`src/rtl/frrb_pkg.sv`:
```
package frrb_pkg;

	// Fixed sizes of the scheduler
	localparam int ADDR_BITS   = 26;
	localparam int THREADS     = 24;
	localparam int THR_W       = 5;
	localparam int TC_W        = 5;
	localparam int QDEPTH      = 512;
	localparam int QA_W        = 9;
	localparam int QC_W        = 10;
	localparam int WL_BITS     = 10;
	localparam int WL_BYTES    = 1 << WL_BITS;
	localparam int CMD_BYTES   = 8;
	localparam int CMD_SHIFT   = 3;
	localparam int CMDS_PER_WL = WL_BYTES / CMD_BYTES;
	localparam int ROW_W       = ADDR_BITS - WL_BITS;
	localparam int CMD_W       = ADDR_BITS + THR_W;
	localparam int BC_W        = 12;
	localparam int PEND_W      = 9;
	localparam int MAX_WINDOW  = 64;
	localparam int WIN_W       = 7;
	localparam int SINCE_W     = 10;
	localparam int TIME_W      = 8;
	localparam int PADDR_W     = 5;

	localparam logic [SINCE_W-1:0] SINCE_MAX = {SINCE_W{1'b1}};

	// Register indexes
	localparam logic [2:0] REG_PRECHARGE = 3'd0;
	localparam logic [2:0] REG_ACTIVATE  = 3'd1;
	localparam logic [2:0] REG_RESTORE   = 3'd2;
	localparam logic [2:0] REG_CAS       = 3'd3;
	localparam logic [2:0] REG_BURST     = 3'd4;
	localparam logic [2:0] REG_WINDOW    = 3'd5;

	typedef struct packed {
		logic [TIME_W-1:0] precharge_time;
		logic [TIME_W-1:0] activate_time;
		logic [TIME_W-1:0] restore_time;
		logic [TIME_W-1:0] cas_latency;
		logic [TIME_W-1:0] burst_time;
		logic [WIN_W-1:0]  reorder_window;
	} cfg_t;

	typedef struct packed {
		logic [ADDR_BITS-1:0] addr;
		logic [THR_W-1:0]     thr;
	} cmd_t;

	// Completed burst reported by the row buffer
	typedef struct packed {
		logic             valid;
		logic [THR_W-1:0] thr;
	} dec_t;

	typedef enum logic [3:0] {
		ST_IDLE,
		ST_PCNT,
		ST_PCHK,
		ST_PWR,
		ST_TRD,
		ST_TLD,
		ST_TWS,
		ST_TSC,
		ST_TFR,
		ST_TFD,
		ST_TROW
	} st_t;

	function automatic logic [ROW_W-1:0] row_of(input logic [ADDR_BITS-1:0] a);
		return a[ADDR_BITS-1:WL_BITS];
	endfunction

endpackage

```
`src/rtl/frrb_cfg.sv`:
```
module frrb_cfg import frrb_pkg::*; (
	input  logic               clk,
	input  logic               arst_n,
	input  logic               psel,
	input  logic               penable,
	input  logic               pwrite,
	input  logic [PADDR_W-1:0] paddr,
	input  logic [31:0]        pwdata,
	output logic [31:0]        prdata,
	output logic               pready,
	output cfg_t               cfg
);

	cfg_t       cfg_q;
	logic       wr;
	logic [2:0] idx;

	assign pready = 1'b1;
	assign wr     = psel && penable && pwrite;
	assign idx    = paddr[PADDR_W-1:2];
	assign cfg    = cfg_q;

	// register writes
	always_ff @(posedge clk or negedge arst_n) begin
		if (!arst_n) begin
			cfg_q.precharge_time <= TIME_W'(4);
			cfg_q.activate_time  <= TIME_W'(4);
			cfg_q.restore_time   <= TIME_W'(8);
			cfg_q.cas_latency    <= TIME_W'(4);
			cfg_q.burst_time     <= TIME_W'(4);
			cfg_q.reorder_window <= WIN_W'(16);
		end else if (wr) begin
			unique case (idx)
				REG_PRECHARGE: cfg_q.precharge_time <= pwdata[TIME_W-1:0];
				REG_ACTIVATE:  cfg_q.activate_time  <= pwdata[TIME_W-1:0];
				REG_RESTORE:   cfg_q.restore_time   <= pwdata[TIME_W-1:0];
				REG_CAS:       cfg_q.cas_latency    <= pwdata[TIME_W-1:0];
				REG_BURST:     cfg_q.burst_time     <= pwdata[TIME_W-1:0];
				REG_WINDOW:    cfg_q.reorder_window <= pwdata[WIN_W-1:0];
				default: ;
			endcase
		end
	end

	// read back
	always_comb begin
		prdata = '0;
		unique case (idx)
			REG_PRECHARGE: prdata = 32'(cfg_q.precharge_time);
			REG_ACTIVATE:  prdata = 32'(cfg_q.activate_time);
			REG_RESTORE:   prdata = 32'(cfg_q.restore_time);
			REG_CAS:       prdata = 32'(cfg_q.cas_latency);
			REG_BURST:     prdata = 32'(cfg_q.burst_time);
			REG_WINDOW:    prdata = 32'(cfg_q.reorder_window);
			default:       prdata = '0;
		endcase
	end

endmodule

```
`config.mk`:
```
export PLATFORM = sky130hd
export DESIGN_NAME = frrb_cfg
export DESIGN_NICKNAME = d
export VERILOG_FILES = /design/src/rtl/frrb_pkg.sv /design/src/rtl/frrb_cfg.sv
export SDC_FILE = /design/constraint.sdc
export NUM_CORES = 1
export LEC_CHECK = 0
export BUFFER_PORTS_ARGS = -buffer_cell sky130_fd_sc_hd__buf_4
export CAP_MARGIN = 10
export CELL_PAD_IN_SITES_DETAIL_PLACEMENT = 1
export CELL_PAD_IN_SITES_GLOBAL_PLACEMENT = 2
export CORE_ASPECT_RATIO = 0.75
export CORE_UTILIZATION = 28
export DETAILED_ROUTE_END_ITERATION = 12
export PLACE_DENSITY = 0.88
export SKIP_CTS_REPAIR_TIMING = 1
export SYNTH_ARGS = -nofsm -noshare
export SYNTH_HDL_FRONTEND = slang
export SYNTH_SLANG_ARGS = --single-unit
```
`constraint.sdc`:
```
create_clock -name clk -period 1.65 [get_ports clk]
set_clock_uncertainty 0.2 [all_clocks]
set_input_delay 0.2475 -clock clk [delete_from_list [all_inputs] [get_ports clk]]
set_output_delay 0.2475 -clock clk [all_outputs]
set_load 0.005 [all_outputs]
```
# ---- Yosys cells after proc, flatten, opt, wreduce, memory -nomap -nowiden
# Index checks and enable logic that the tools add are counted.
dict set report op_classes {
  order_cmp 0
  n_reduce_logical 9
  n_eq_ne 5
  n_bitwise 0
  add_sub_neg 0
  multipliers 0
  n_div 0
  muxes 1
  shift 0
}
# op n
set op_table {}
lappend op_table {{$pmux 8 s6} 1}
lappend op_table {{$reduce_and 2->1} 6}
lappend op_table {{$eq 3x2->1 const B} 2}
lappend op_table {{$eq 3x3->1 const B} 2}
lappend op_table {{$eq 3x1->1 const B} 1}
lappend op_table {{$logic_not 3->1} 1}
lappend op_table {{$logic_and 1x1->1} 2}
dict set report word_totals {
  ff_bits 47
  romBits 0
  latch_bits 0
  mem_count 0
  wordCells 21
  out_inout_bits 80
  ramBits 0
}

# ---- Logic depth before layout (Yosys ltp)
# Gate-level depths: netlist of the first run.
dict set report logic_depth {
  word_depth 3
  ltp_mapped 5
  ltp_nobuf 3
}

# ---- Worst setup path after synthesis of the first run
# No wires, ideal clock.
dict set report synth_path {
  path_kind {input to register}
  from {input paddr[4]}
  to {register cfg_q, in the netlist cfg[39]}
  path_stages 5
  arrival_ns 1.230
  path_slack_ns 0.095
  path_buffers 2
  path_cell_list {buf_6 or2_1 buf_6 nor2_8 mux2_2}
}
dict set report synth_between {
  elab_chain_len 2
}
# element line
set synth_lines {}
lappend synth_lines {{start: declaration} frrb_cfg.sv:7} ;# input logic [PADDR_W-1:0] paddr,
lappend synth_lines {{$logic_not 3->1} frrb_cfg.sv:33} ;# unique case (idx)
lappend synth_lines {{$reduce_and 2->1 (no source line)} -}
lappend synth_lines {{end: declaration} frrb_cfg.sv:14} ;# cfg_t cfg_q;
# No other way between the ends.
# A chain may end at the register's enable or synchronous reset.

# ---- Worst setup path in the final report of the first run
dict set report layout_path {
  from {register cfg_q, in the netlist cfg[33]}
  to {output prdata[2]}
}
dict set report layout_between {
  elab_chain_len 1
}
# element line
set layout_lines {}
lappend layout_lines {{$pmux 8 s6} frrb_cfg.sv:48} ;# unique case (idx)
lappend layout_lines {{end: declaration} frrb_cfg.sv:9} ;# output logic [31:0] prdata,
# No other way between the ends.

==> summary.md, run 1 <==
| Metric | Value |
|---|---|
| Outcome | finished, violations left |
| Violated checks | design-rule violations, negative setup slack |
| Syn. warnings | 0 |
| Fmax | 563 MHz |
| Worst setup path class | register to output port |
| Cell taking the most area after synthesis | dfrtp_1 |
| Hold WC Path Type | primary input to register |
| CP Data Arrival Time | 1.33 ns |
| M1 wire length | 3.11 mm |
| Num rows | 29 |
| Clock root buffer master | clkbuf_16 |
| Ports | 122 |
| First-pass GRT wire length | 10.6 mm |
| Final WS setup | -0.125 ns |
| Simple-Gate Fraction of Synth Area | 8.58% |
| CORE AREA | 8560 um^2 |
| Detailed Place HPWL | 4.89 mm |
| Total gr overflow | 0 |
| NumNets Final | 330 |
| Clk_lat worst skew | 0.29 ns |
| Synth Area in Compound Gates | 4.32% |
| Synth cell types | 20 |
| Pwr dens | 1100 nW/um^2 |
| Mean area per synthesized cell | 13.6 um^2 |
| Maximum clock insertion buffer count | 2 |
| Num CTS Buffers | 5 |
| DRC viols | 10 |
| Most common cell in the netlist | mux2_2 |
| Gate Count Post-Synth | 183 |
| Placed Instances | 370 |
| Mapped cell area | 2490 um^2 |
| Post-synthesis mux area share | 29.8% |
| Vias | 1,775 |
| DR iter-0 viols | 55 |
| Final core occ | 41.5% |
| DP Area | 3190 um^2 |
| Max-Slew Margin vs Limit | 57.7% |
| Worst vdd ir | 0.407 mV |
| WL per Instance | 17.3 um |
| Ys async rst share | 100% |
| # clock sinks | 47 |
| CTS tree | built |
| Routability cong. | 0.760 |
| Layout cells sized above 1 | 63.0% |
| Max-slew violations | 0 |
| Vias in the first global route | 1,789 |
| FF+latch count, synth | 47 |
| Largest net degree at the start of global routing | 48 |
| Vias per inst | 4.47 |
| DRT antenna net count | 0 |
| Top FF cell, synth | dfrtp_1 |
| Most instantiated cells after synthesis | 47 x mux2_2, 41 x dfrtp_1, 26 x buf_4 |
| Top layer in use | met4 |
| Critical Path End Type | output port |
| Met2 wire length | 3.36 mm |
| Fin area | 3550 um^2 |
| Synth top area cells | dfrtp_1 41%, mux2_2 21%, buf_4 7.8% |
| Unrepaired setup endpoints after global routing | true |
| Static Leak | 0.00183 uW |
| Die Y | 83.7 um |
| Req. time, crit path | 1.20 ns |
| Slew of the pin with the lowest slew margin | 0.635 ns |
| Antenna violations before repair | 0 |
| Main combinational cell family by area after synthesis | multiplexers |
| Max-cap violation count | 0 |
| Yosys top cell area share | 41.2% |
| Fin crit share | 108% |
| Largest register FFs | 47 |
| Area delta synth->final | 42.5% |
| Startpoint Class | register |
| Worst hold slack | 0.0169 ns |
| CTS H-tree depth | 2 |
| Setup-failing EPs final | 6 |
| Antenna diodes | 0 |
| Worst-path clk slew | 0.06 ns |
| WL met3 | 335 um |
| Port Buf Inserts | 70 |
| Die W | 111 um |
| Post-synth EDFFs | 0 |
| Initial Util | 29.1% |
| Fin cells | 397 |
| Fin. Hold Viols | 0 |
| Detailed Routing Iterations Pass 1 | 9 |
| Die area | 9290 um^2 |
| XOR/XNOR share of the synthesized area | 0% |
| Fillcell total | 924 |
| Final min period | 1.77 ns |
| Post-Synth Adder-Cell Area | 0% |
| DRT Wirelength | 6.86 mm |
| Sequential area share after synthesis | 47.5% |
| Gr usage total | 15.0% |
| Critical path fanouts, max | 3 |
==> worst max-delay path, cell delays in order, from the launching register on <==
cell	delay, ns
dfstp_2	0.54
mux2i_1	0.07
o22a_1	0.20
o21ai_1	0.10
buf_4	0.14
==> power by group <==
part,internal (uW),total (uW),switching (uW)
Clock,754,1200,445
Combinational,726,1150,421
Sequential,1400,1570,172
Total,2880,3920,1040
==> per-stage QoR <==
step	setup slack, ns	setup TNS (ns)	power [uW]
finish	-0.125	-0.310	3920
global route	-0.170	-0.655	4110
CTS	-0.147	-0.701	3800
detailed placement	-0.0807	-2.23	2590
global placement	-0.0626	-1.35	2560
floorplan	0.0953	0	2010
==> final cells by class <==
class | count | area (um^2) | share of cell area (%)
clock buffers | 6 | 139 | 3.91
clock inverters | 2 | 35.0 | 0.986
multi-input cells | 127 | 1200 | 33.9
flip-flops and latches | 47 | 1180 | 33.3
well taps | 108 | 135 | 3.80
repair buffers | 107 | 856 | 24.1
==> path summary, 6_finish.rpt <==
check / startpoint / endpoint / slack, ns / cells past startpoint
max: cfg[33] / prdata[2] / -0.12 / 4
min: pwdata[7] / cfg[22] / 0.02 / 2
max reg2reg: cfg[36] / cfg[36] / 0.56 / 2
min reg2reg: cfg[38] / cfg[38] / 0.32 / 1
max in group asynchronous: arst_n / cfg[12] / 0.49 / 2
min in group asynchronous: arst_n / cfg[43] / 0.32 / 2
==> kinds of logic (layout without fill, tap and decap cells) <==
| family | count (synthesis) | after routing |
|---|---|---|
| AOI/OAI and AO/OA | 14 | 14 |
| buffers and inverters | 32 | 115 |
| and+or+nand+nor | 20 | 20 |
| DFF | 47 | 47 |
| muxes | 68 | 68 |
| other | 2 | 25 |
==> per-layer routing <==
metal	vias up	track usage, %
met2	57	24.1
met4	0	3.99
li1	820	-
met5	-	0
met3	8	3.27
met1	890	20.3
==> cells in the final DEF, fill, tap and decap left out, drive strengths merged <==
| cell type | Yosys | routed |
|---|---|---|
| dfstp | 6 | 6 |
| nand2b | 4 | 4 |
| dlygate4sd3 | 0 | 1 |
| buf | 32 | 106 |
| nand2 | 6 | 6 |
| mux2i | 19 | 19 |
| o221ai | 4 | 4 |
| o22a | 6 | 6 |
| conb | 2 | 25 |
| nand4b | 1 | 1 |
| clkinv | 0 | 1 |
| or2 | 1 | 1 |
| clkbuf | 0 | 6 |
| dfrtp | 41 | 41 |
| mux2 | 49 | 49 |
| bufinv | 0 | 1 |
| nor2 | 7 | 7 |
| o21ai | 4 | 4 |
| nand4 | 1 | 1 |
No activity file was read; power rests on OpenSTA's default activity.
==> run 2: changes to the inputs <==
==> constraint.sdc (replaced) <==
create_clock -name clk -period 1.65 [get_ports clk]
set_clock_uncertainty 0.2 [all_clocks]
set_input_delay 0.4125 -clock clk [delete_from_list [all_inputs] [get_ports clk]]
set_output_delay 0.4125 -clock clk [all_outputs]
set_load 0.005 [all_outputs]
==> run 2 against run 1 <==
Effect of this change: the flow finishes with violations (design-rule violations, negative hold slack, negative setup slack); critical endpoint unchanged; setup slack lost 0.12 ns; critical path type unchanged; via count grew 0.34%; sequential power is essentially flat; die area is the same; highest routed layer unchanged.
==> summary.md, run 2 (synthesis gave the netlist of run 1 again) <==
| Metric | Value |
|---|---|
| Internal cell power | 2790 uW (-3.3%) |
| Cell family with the largest share of critical-path delay | flip-flops |
| Critical Path End Type | output port |
| Num CTS Buffers | 5 (unchanged) |
| Sw power | 1050 uW (+1.2%) |
| Slowest stage delay, CP | 0.55 ns (about the same) |
| Die area | 9290 um^2 (unchanged) |
| Vias per inst | 4.47 (about the same) |
| Crit-path cells | mux2i_1 > o22a_1 > o21ai_2 > buf_4 |
| TNS Setup | -1.99 ns (-1.68 ns) |
| Critical R2R Capture | cfg[43] |
| Ports | 122 (unchanged) |
| Share of total power in combinational logic | 32.6% (+3.3 points) |
| Vias | 1,781 (+0.34%) |
| DRC viols | 10 (unchanged) |
| Sw Share | 27.4% (+0.88 points) |
| Static Leak | 0.00190 uW (+3.7%) |
| Final WS setup | -0.244 ns (-0.119 ns) |
| Clock power frac | 26.0% (-4.6 points) |
| Antenna diodes | 0 (unchanged) |
| Fin crit share | 115% (+7.2 points) |
| Outcome | finished, violations left |
| Largest register FFs | 47 (unchanged) |
| Fin. Hold Viols | 41 (+41) |
| Max-slew violations | 0 (unchanged) |
| CP Data Arrival Time | 1.28 ns (-0.05 ns) |
| CTS tree | built |
| DRT antenna net count | 0 (unchanged) |
| Final min period | 1.89 ns (+0.119 ns) |
| Detailed Place HPWL | 4.82 mm (-1.4%) |
| WL per Instance | 17.7 um (+2.6%) |
| Num rows | 29 (unchanged) |
| Detailed Routing Iterations Pass 1 | 8 (-1) |
| Critical path fanouts, max | 3 (unchanged) |
| DR iter-0 viols | 48 (-13%) |
| Gr usage total | 15.3% (+0.32 points) |
| Area delta synth->final | 47.9% |
| Violated checks | design-rule violations, negative hold slack, negative setup slack |
| Total gr overflow | 0 (unchanged) |
| R2r startpoint | cfg[43] |
| Die Y | 83.7 um (unchanged) |
| Reg power frac | 41.5% (+1.4 points) |
| Worst hold slack | -0.0681 ns (-0.0850 ns) |
| Vias in the first global route | 1,883 (+5.3%) |
| Maximum clock insertion buffer count | 2 (unchanged) |
| Slowest cell on the critical path | dfstp_2 |
| Fmax | 528 MHz (-6.3%) |
| CTS H-tree depth | 2 (unchanged) |
| Initial Util | 29.1% (unchanged) |
| Setup-failing EPs final | 25 (+19) |
| CP bufs+invs | 1 (unchanged) |
| R2R cell count | 3 (+1) |
| Worst setup path class | register to output port |
| Startpoint Class | register |
| Req. time, crit path | 1.04 ns (-0.16 ns) |
| CORE AREA | 8560 um^2 (unchanged) |
| Post-Place Setup Slack | -0.421 ns (-0.340 ns) |
| Pwr dens | 1040 nW/um^2 (-5.6%) |
| Layout cells sized above 1 | 65.2% (+2.2 points) |
| First-pass GRT wire length | 10.8 mm (+2.4%) |
| Commonest non-fill, non-tap cells in the layout | 100 x buf_4, 41 x dfrtp_1, 34 x mux2_4, 25 x conb_1, 18 x mux2i_1 |
| Final core occ | 43.0% (+1.6 points) |
| Antenna violations before repair | 0 (unchanged) |
| Slew of the pin with the lowest slew margin | 0.609 ns (-0.0262 ns) |
| Max-Slew Margin vs Limit | 59.4% (+1.7 points) |
| Reg2Reg Setup Slack | 0.45 ns (-0.11 ns) |
| DRT Wirelength | 7.06 mm (+2.9%) |
| Clk_lat worst skew | 0.28 ns (about the same) |
| Routability cong. | 0.746 (-1.8%) |
| Worst vdd ir | 0.450 mV (+10%) |
| Most common cell after layout, fill and taps aside | buf_4 |
| NumNets Final | 331 (+0.30%) |
| # clock sinks | 47 (unchanged) |
| Unrepaired setup endpoints after global routing | true |
| Worst-path clk slew | 0.07 ns (about the same) |
| Port Buf Inserts | 70 (unchanged) |
| Max-cap violation count | 0 (unchanged) |
| Die W | 111 um (unchanged) |
| Largest net degree at the start of global routing | 48 (unchanged) |
| Hold WC Path Type | primary input to asynchronous set/reset pin |
| Fillcell total | 916 (-0.87%) |
| Clock root buffer master | clkbuf_16 |
-- run 2: cell count changes in the layout (fill, tap and decap cells not counted), sizes merged --
cell,before,now
buf,106,108
bufinv,1,0
clkbuf,6,7
dlygate4sd3,1,0
-- run 2: worst register-to-register path: cells and delay by family (launching register included) --
family,cells,cell delay (ns)
DFF,1,0.38
buffers and inverters,2,0.26
muxes,1,0.26
-- run 2: metrics by stage --
stage	instances	cell area [um^2]	power, uW
floorplan	206	2750	2120
global placement	373	3320	2690
global route	398	3690	4030
CTS	381	3450	3740
finish	398	3690	3840
detailed placement	373	3320	2730
-- run 2: per-layer routing --
layer	routed length, um	global-route usage (%)	vias up	share of wire, %
met4	33	2.99	0	0.47
met2	3410	25.6	55	48
met3	298	3.20	5	4.2
met1	3310	20.4	905	47
met5	0	0	-	0
li1	-	-	816	-
-- run 2: how the worst max path moves through the flow --
stage              from         to  depth (start not counted)  slack, ns
2_1_floorplan  paddr[4]  prdata[2]                          5      -0.12
3_3_place_gp   paddr[3]  prdata[5]                          5      -0.40
3_5_place_dp   paddr[3]    cfg[45]                          5      -0.42
4_1_cts        paddr[3]  prdata[2]                          5      -0.42
5_1_grt         cfg[41]  prdata[2]                          4      -0.30
6_report        cfg[17]  prdata[2]                          4      -0.24
-- run 2: cell type report --
cell class                      count  area [um^2]  area share, %
Timing Repair Buffer              108          883           24.0
Multi-Input combinational cell    127         1350           36.5
Sequential cell                    47         1180           32.1
Clock buffer                        7          133           3.60
Clock inverter                      1         5.00          0.136
Tap cell                          108          135           3.67
-- run 2: power groups by stage --
stage	sequential [uW]	combinational, uW	clock, uW
6_report	1590	1250	997
5_1_grt	1620	1350	1070
4_1_cts	1600	1120	1020
3_5_place_dp	1610	1120	0
3_3_place_gp	1600	1090	0
2_1_floorplan	1590	532	0
==> run 3: changes to the inputs <==
- CORE_UTILIZATION: 28 -> 31
- PLACE_DENSITY: 0.88 -> 0.95
- clock period: 1.65 -> 2.3 ns (I/O delays scaled with it)
==> run 3 against run 2 <==
Effect of this change: global-route usage is 0.43 points higher; critical endpoint is now prdata[3]; hold slack better by 0.15 ns; sequential share of layout area is 3.9 points higher; clock-buffer cell count is 1 lower; register-to-register slack better by 0.85 ns; cell count is 6.8% lower; the flow now finishes without violations; combinational power is 45% lower; wire length is 11% lower; final area is 11% lower; largest cell class is now registers; flip-flop and latch count stayed put; first-iteration DRC count is 46% lower; core utilization is 0.37 points higher.
==> summary.md, run 3 (synthesis gave the netlist of run 1 again) <==
| Metric | Value |
|---|---|
| Num rows | 27 (-6.9%) |
| WL per Instance | 16.9 um (-4.4%) |
| Req. time, crit path | 1.52 ns (+0.48 ns) |
| Fin. Hold Viols | 0 (-100%) |
| Final core occ | 43.4% (+0.37 points) |
| Static Leak | 0.00168 uW (-11%) |
| Worst-path clk slew | 0.09 ns (+0.02 ns) |
| Total gr overflow | 0 (unchanged) |
| CORE AREA | 7570 um^2 (-12%) |
| Detailed Routing Iterations Pass 1 | 3 (-5) |
| CP dominant cell by count | buf_4 |
| Die Y | 79.7 um (-4.8%) |
| Vias | 1,680 (-5.7%) |
| Crit-path cells | buf_4 > or2_4 > o22a_1 > o221ai_1 > buf_4 |
| CTS tree | built |
| Initial Util | 32.9% (+3.8 points) |
| Slowest cell on the critical path | or2_4 |
| Max-slew violations | 0 (unchanged) |
| Most common cell after layout, fill and taps aside | buf_4 |
| DR iter-0 viols | 26 (-46%) |
| Num CTS Buffers | 5 (unchanged) |
| # clock sinks | 47 (unchanged) |
| Max-cap violation count | 0 (unchanged) |
| Clock root buffer master | clkbuf_8 |
| Final min period | 2.27 ns |
| Startpoint Class | primary input |
| CP bufs+invs | 2 (+1) |
| Largest net degree at the start of global routing | 48 (unchanged) |
| Fillcell total | 820 (-10%) |
| Gr usage total | 15.7% (+0.43 points) |
| CTS H-tree depth | 2 (unchanged) |
| Fmax | 441 MHz |
| DRT antenna net count | 0 (unchanged) |
| Antenna violations before repair | 0 (unchanged) |
| Fin cells | 371 (-6.8%) |
| Setup-failing EPs final | 0 (-100%) |
| DRT Wirelength | 6.29 mm (-11%) |
| Fin area | 3290 um^2 (-11%) |
| First-pass GRT wire length | 10.1 mm (-6.9%) |
| Placed Instances | 363 (-2.7%) |
| Routability cong. | 0.739 (-0.88%) |
| Max-Slew Margin vs Limit | 59.8% (+0.44 points) |
| Port Buf Inserts | 70 (unchanged) |
| Worst vdd ir | 0.274 mV (-39%) |
| Area delta synth->final | 31.8% |
| Cell family with the largest share of critical-path delay | compound AO/OA/AOI/OAI gates |
| Pwr dens | 747 nW/um^2 (-28%) |
| Slew of the pin with the lowest slew margin | 0.602 ns (-0.00659 ns) |
| Critical path fanouts, max | 7 (+4) |
| CP Data Arrival Time | 1.49 ns (+0.21 ns) |
| Vias in the first global route | 1,766 (-6.2%) |
| Ports | 122 (unchanged) |
| Die W | 106 um (-4.9%) |
| Unrepaired setup endpoints after global routing | true |
| Critical Path End Type | output port |
| Antenna diodes | 0 (unchanged) |
| Die area | 8410 um^2 (-9.5%) |
| Vias per inst | 4.53 (+1.2%) |
| Hold WC Path Type | primary input to asynchronous set/reset pin |
| Detailed Place HPWL | 4.75 mm (-1.5%) |
| Outcome | finished, final reports clean |
| Largest register FFs | 47 (unchanged) |
| Fin crit share | 98.6% |
| DP Area | 3140 um^2 (-5.3%) |
| Maximum clock insertion buffer count | 2 (unchanged) |
| NumNets Final | 311 (-6.0%) |
| Commonest non-fill, non-tap cells in the layout | 85 x buf_4, 47 x mux2_2, 41 x dfrtp_1, 25 x conb_1, 19 x mux2i_1 |
| DRC viols | 0 (-10) |
| Slowest stage delay, CP | 0.30 ns (-0.25 ns) |
| Clk_lat worst skew | 0.28 ns (about the same) |
| Worst setup path class | primary input to output port |
| Layout cells sized above 1 | 59.3% (-5.9 points) |
==> run 3: stage by stage <==
stage               hold slack (ns)  setup WS (ns)  TNS [ns]  total power (uW)
floorplan                    0.0794         0.0905         0              1440
global placement              0.305        -0.0862    -0.561              1820
detailed placement            0.309         -0.129    -0.566              1850
CTS                           0.106         -0.133    -0.584              2490
global route                  0.124       -0.00763   -0.0171              2610
finish                       0.0813         0.0328         0              2460
==> run 3: final timing paths <==
check | start | cells after the start | end | slack, ns
worst min register to register | cfg[22] | 1 | cfg[22] | 0.32
worst min-delay path | arst_n | 1 | cfg[28] | 0.08
worst max register to register | cfg[32] | 1 | cfg[32] | 1.30
max in group asynchronous | arst_n | 1 | cfg[2] | 1.41
min in group clk | cfg[22] | 1 | cfg[22] | 0.32
worst max-delay path | paddr[3] | 5 | prdata[3] | 0.03
==> run 3: per-layer routing <==
layer	vias up	track usage [%]	routed length, um
met5	-	0	0
met1	857	21.7	2950
met4	0	2.08	13
met2	46	25.9	3060
met3	2	3.59	258
li1	775	-	-
==> run 3: layout make-up <==
cell class | count | area (um^2) | area share (%)
clock buffer | 6 | 82.6 | 2.51
clock inverter | 2 | 35.0 | 1.07
multi-input combinational | 127 | 1170 | 35.6
sequential | 47 | 1180 | 36.0
tap | 101 | 126 | 3.85
timing repair buffer | 88 | 689 | 21.0
==> run 3: report_power, final <==
part / internal [uW] / switching (uW) / leakage [uW]
Clock: 352 / 276 / 0.0000612
Combinational: 435 / 253 / 0.00103
Sequential: 1000 / 136 / 0.000587
Total: 1790 / 665 / 0.00168
